--- config.mk ---
export PLATFORM = sky130hd
export DESIGN_NAME = cst_ram
export DESIGN_NICKNAME = d
export VERILOG_FILES = /design/src/cst_ram.sv
export SDC_FILE = /design/constraint.sdc
export NUM_CORES = 2
export LEC_CHECK = 0
export BUFFER_PORTS_ARGS = -buffer_cell sky130_fd_sc_hd__buf_4
export CAP_MARGIN = 30
export CORE_MARGIN = 2
export CORE_UTILIZATION = 57
export CTS_BUF_LIST = sky130_fd_sc_hd__clkbuf_16
export DETAILED_ROUTE_END_ITERATION = 8
export GPL_TIMING_DRIVEN = 0
export PLACE_DENSITY_LB_ADDON = 0.05
export SYNTH_ARGS = -nofsm -noshare
export SYNTH_HDL_FRONTEND = slang
export SYNTH_SLANG_ARGS = --single-unit
--- constraint.sdc ---
create_clock -name clk_i -period 2.25 [get_ports clk_i]
set_clock_uncertainty 0.15 [all_clocks]
set_input_delay 0.3375 -clock clk_i [delete_from_list [all_inputs] [get_ports clk_i]]
set_output_delay 0.3375 -clock clk_i [all_outputs]
set_load 0.03 [all_outputs]
--- src/cst_ram.sv ---
// Generic single write port, single read port RAM with registered read.
`default_nettype none
module cst_ram #(
  parameter int unsigned WIDTH = 8,
  parameter int unsigned DEPTH = 256
) (
  input  wire logic                     clk_i,
  input  wire logic                     we_i,
  input  wire logic [$clog2(DEPTH)-1:0] waddr_i,
  input  wire logic [WIDTH-1:0]         wdata_i,
  input  wire logic [$clog2(DEPTH)-1:0] raddr_i,
  output logic      [WIDTH-1:0]         rdata_o
);
  logic [WIDTH-1:0] mem_q [DEPTH];

  always_ff @(posedge clk_i) begin
    if (we_i) begin
      mem_q[waddr_i] <= wdata_i;
    end
    rdata_o <= mem_q[raddr_i];
  end
endmodule
`default_nettype wire

After elaboration in Yosys (flattened, before gate mapping)
Memories as Yosys holds them, arrays and structs flattened. A register that Yosys moved wholly into a read port is not among the register bits.
Index checks and enable logic that the tools add are counted.
{"block": "op_classes", "muxes": 2}
{"op": "1-bit 2-to-1 mux", "n": 2}
{"block": "word_totals", "regBits": 0, "mem_bits_rw": 2048, "inputBits": 26, "out_inout_bits": 8, "wordCells": 3, "mem_count": 1}
{"memory": "mem_q", "depth": 256, "width": 8, "rd": 1, "rd_clocked_by_memory_dff": 1, "write_ports": 1, "line": "14", "rtl": "logic [WIDTH-1:0] mem_q [DEPTH];"}

Logic depth before layout (Yosys ltp)
{"block": "depth", "depth_word": 2, "ltp_mapped": 11, "mapped_depth_nobuf": 6}

Least setup slack after synthesis
No wires, ideal clock.
{"block": "synth_timing", "path_type": "input to register", "startpoint": "in raddr_i[0]", "endpoint": "reg rdata_o[2] (read register of mem_q)", "setup_time_ps": 131, "arrival_time_ps": 2144, "t_required_ps": 1969, "setup_slack_ps": -175, "path_stages": 9, "n_path_buf": 4, "cell_sequence": "buf_6 buf_12 buf_8 buf_2 mux4_2 a22oi_1 a21oi_1 nor4_1 nor4_2"}
{"element": "start: declaration", "line": "11", "rtl": "input wire logic [$clog2(DEPTH)-1:0] raddr_i,"}
{"element": "end: declaration", "line": "12", "rtl": "output logic [WIDTH-1:0] rdata_o"}

==> results.yml <==
sta:
  fin_tns_setup_ns: -7.090
  relSlewSlack: 0.2596
  slew_viol_final: 0
  max_clock_freq_mhz: 373.1
  setup_ws_ns: -0.4304
  tightest_slew_ns: 1.111
  finalCriticalPeriod_ns: 2.680
  hold_viol_final: 0
  timing.final.crit_share: 1.191
  grt_setup_unrepaired: "yes"
  setup_violations: 85
detailed_routing:
  routedWlPerCell_um: 39.79
  routed_wl_um: 242000
  num_vias: 41860
  drtPass1Iterations: 5
  drc_errors: 0
  ant_nets: 0
  avgViaCountPerCell: 6.883
  dr.first_iter.drc_count: 6814
cts:
  cts_root_buf: "clkbuf_16"
  cts_inserted_buffers: 202
  insertion_delay_ns: 0.85
  clk_pin_slew_worst_paths_ns: 0.06
  cts_tree: "built"
  cts_htree_levels: 4
  clock_sinks: 2056
  clock_path_buffers: 3
die:
  die_h_um: 377.6
  start_util: 0.5723
  io_pins: 34
  die_width_um: 377.6
  row_count: 137
  die_area_mm2: 0.1426
  fp.coreArea_mm2: 0.1390
finish:
  final_net_count: 4055
  multi_input_area_mm2: 0.01845
  seq_area_mm2: 0.06166
  drive_gt1_frac: 0.3167
  nFillCells: 8977
  synthToLayoutAreaGrowth_pct: 16.03
outcome:
  status: "finished with violations"
  violations: "setup timing"
logic_synthesis:
  ys.flop_type: "edfxtp_1"
  ys_seq_area_frac: 0.7750
  synth_edf_count: 2048
  yosys.area.top_type: "edfxtp_1"
  synth_commonest_cells: "edfxtp_1, mux4_2, nor2_1, mux2i_1, a22oi_1"
  synth_seq_cells: 2056
  syn-num-nets: 3759
  synth_cell_types: 55
  synth.area.top_cells: "edfxtp_1, mux4_2, mux2i_1"
  synth_top_area_frac: 0.7730
  synth_most_common_cell: "edfxtp_1"
  async_reset_ff_frac: 0
  avgSynthCellArea_um2: 21.31
  synth.cell_area_mm2: 0.07956
  synthCells: 3733
  yosysWarnings: 0
global_routing:
  grt_pass1_wl_um: 329700
  grt-ovfl-total: 0
  grt_max_degree: 147
  grt_pass1_vias: 41240
  antenna_found_initial: 12
  track_usage: 0.3453
power_and_ir_drop:
  p_total_mw: 80.88
  cellPowerDensity_mw_per_mm2: 876.2
  leakage_nw: 28.59
  ir_drop_uv: 781.4
setup_path:
  r2r_end: "rdata_o[3]"
  cp.arrival_ns: 3.23
  path_max_fanout: 10
  r2r_cells: 6
  r2r-start: "mem_q[211][3]"
  worstSetupPathDepth: 9
  crit_slowest_cell: "nor4_4"
  cp-startpoint: "raddr_i[1]"
  endpoint: "rdata_o[0]"
  cp_top_family: "buffers and inverters"
  max_stage_delay_ns: 0.61
  rrSetupSlack_ns: -0.37
  cp-end-kind: "register"
  start_kind: "input port"
  crit_chain: "buf_2, buf_8, buf_4, buf_4, mux4_2, a22oi_1, a21oi_1, nor4_4, nor4_4"
  cp.required_ns: 2.79
  crit_type: "in2reg"
  path_buf_inv: 4
placement:
  dp_hpwl_um: 163000
  globalplace.congestion: 0.9735
  dp_slack_ns: -2.616
  port_buffers: 26
job:
  cap_violations: 0
min_path:
  hp-class: "in2reg"
  hold_start: "waddr_i[6]"
-- layout make-up --
type	instances	share of cell area
clock buffers	208	0.05639
multi-input cells	1442	0.1998
well taps	1876	0.02543
diodes	5	0.0001355
plain buffers	229	0.02291
repair buffers	96	0.01261
flip-flops and latches	2056	0.6680
inverters	2	0.0001220
clock inverters	167	0.01463
-- state kept, by name, summed over array words and instances, names as in the netlist --
register,flops
mem_q,2048
rdata_o,8
-- layout by cell type (no fill, tap or decap), types with 11 or more instances in the layout --
| master | Yosys | routed |
|---|---|---|
| buf_12 | 8 | 28 |
| inv_1 | 1 | 44 |
| clkbuf_16 | 0 | 208 |
| nor2_1 | 282 | 103 |
| nor3_1 | 22 | 11 |
| mux4_2 | 454 | 455 |
| a21oi_1 | 96 | 80 |
| nand2_1 | 33 | 30 |
| clkinv_1 | 1 | 35 |
| buf_6 | 21 | 35 |
| clkinvlp_4 | 0 | 12 |
| buf_2 | 31 | 21 |
| buf_4 | 27 | 62 |
| nor2b_1 | 31 | 25 |
| nor2_2 | 0 | 63 |
| a22oi_1 | 133 | 130 |
| mux2i_1 | 134 | 133 |
| nor2_4 | 0 | 116 |
| edfxtp_1 | 2048 | 2048 |
| o221ai_2 | 1 | 11 |
| nand3_1 | 34 | 24 |
| nor4_4 | 0 | 18 |
| o221ai_1 | 46 | 36 |
| clkbuf_1 | 111 | 39 |
| clkbuf_8 | 0 | 11 |
| bufinv_16 | 0 | 21 |
| buf_16 | 0 | 11 |
| clkbuf_4 | 0 | 24 |
| clkbuf_2 | 0 | 35 |
| clkinv_2 | 0 | 47 |
| a21oi_2 | 0 | 16 |
| o22ai_1 | 28 | 27 |
| buf_8 | 13 | 46 |
-- stage by stage --
stage               utilization  cells  area, µm²  hold slack [ns]
global route             0.6639   6077      92300          0.06094
finish                   0.6640   6081      92310          0.06037
floorplan                     -   3733      79870           0.2864
CTS                      0.6589   6066      91600           0.1212
global placement         0.5928   5635      82410           0.6221
detailed placement       0.5983   5679      83170           0.6202
-- power breakdown --
| part | total, mW | switching [mW] | internal, mW |
|---|---|---|---|
| clock network | 33.5 | 14.4 | 19.1 |
| registers | 42.3 | 0.0280 | 42.2 |
| logic | 5.15 | 3.47 | 1.68 |
| total | 80.9 | 17.9 | 63.0 |
-- worst min path at each step --
stage	end	slack [ns]	depth (start not counted)
2_1_floorplan	mem_q[0][0]	0.29	0
3_3_place_gp	rdata_o[5]	0.62	1
6_report	mem_q[214][3]	0.06	3
3_5_place_dp	rdata_o[6]	0.62	1
4_1_cts	mem_q[236][3]	0.12	3
5_1_grt	mem_q[212][1]	0.06	3
-- cell families after synthesis --
group / after synthesis / synth area share
flops: 2056 / 0.7750
mux: 591 / 0.1462
simple gates: 466 / 0.02628
compound gates: 385 / 0.03419
buf+inv: 235 / 0.01831
-- worst reg2reg max path: stages (launching register included) --
cell and delay [ns]:
edfxtp_1 0.37, mux4_2 0.50, a22o_4 0.29, a221oi_4 0.48, o32ai_4 0.27, nor3_4 0.30
nor4_4 0.11
-- what timing repair did --
action / CTS / global route
hold endpoints to repair: 854 / 0
pin swaps: 15 / 15
endpoints found under the setup margin: 1490 / 1117
gates resized for setup: 461 / 148
buffers inserted: 7 / 8
hold buffers: 8 / 0
-- layer usage --
| metal | up-vias | routed length, µm | GRT usage |
|---|---|---|---|
| met1 | 22160 | 89080 | 0.4796 |
| met2 | 2817 | 113400 | 0.5264 |
| met4 | 10 | 12330 | 0.1620 |
| li1 | 16370 | - | - |
| met3 | 500 | 27120 | 0.08022 |
| met5 | - | 70 | 0 |
No activity file was read; power rests on OpenSTA's default activity.
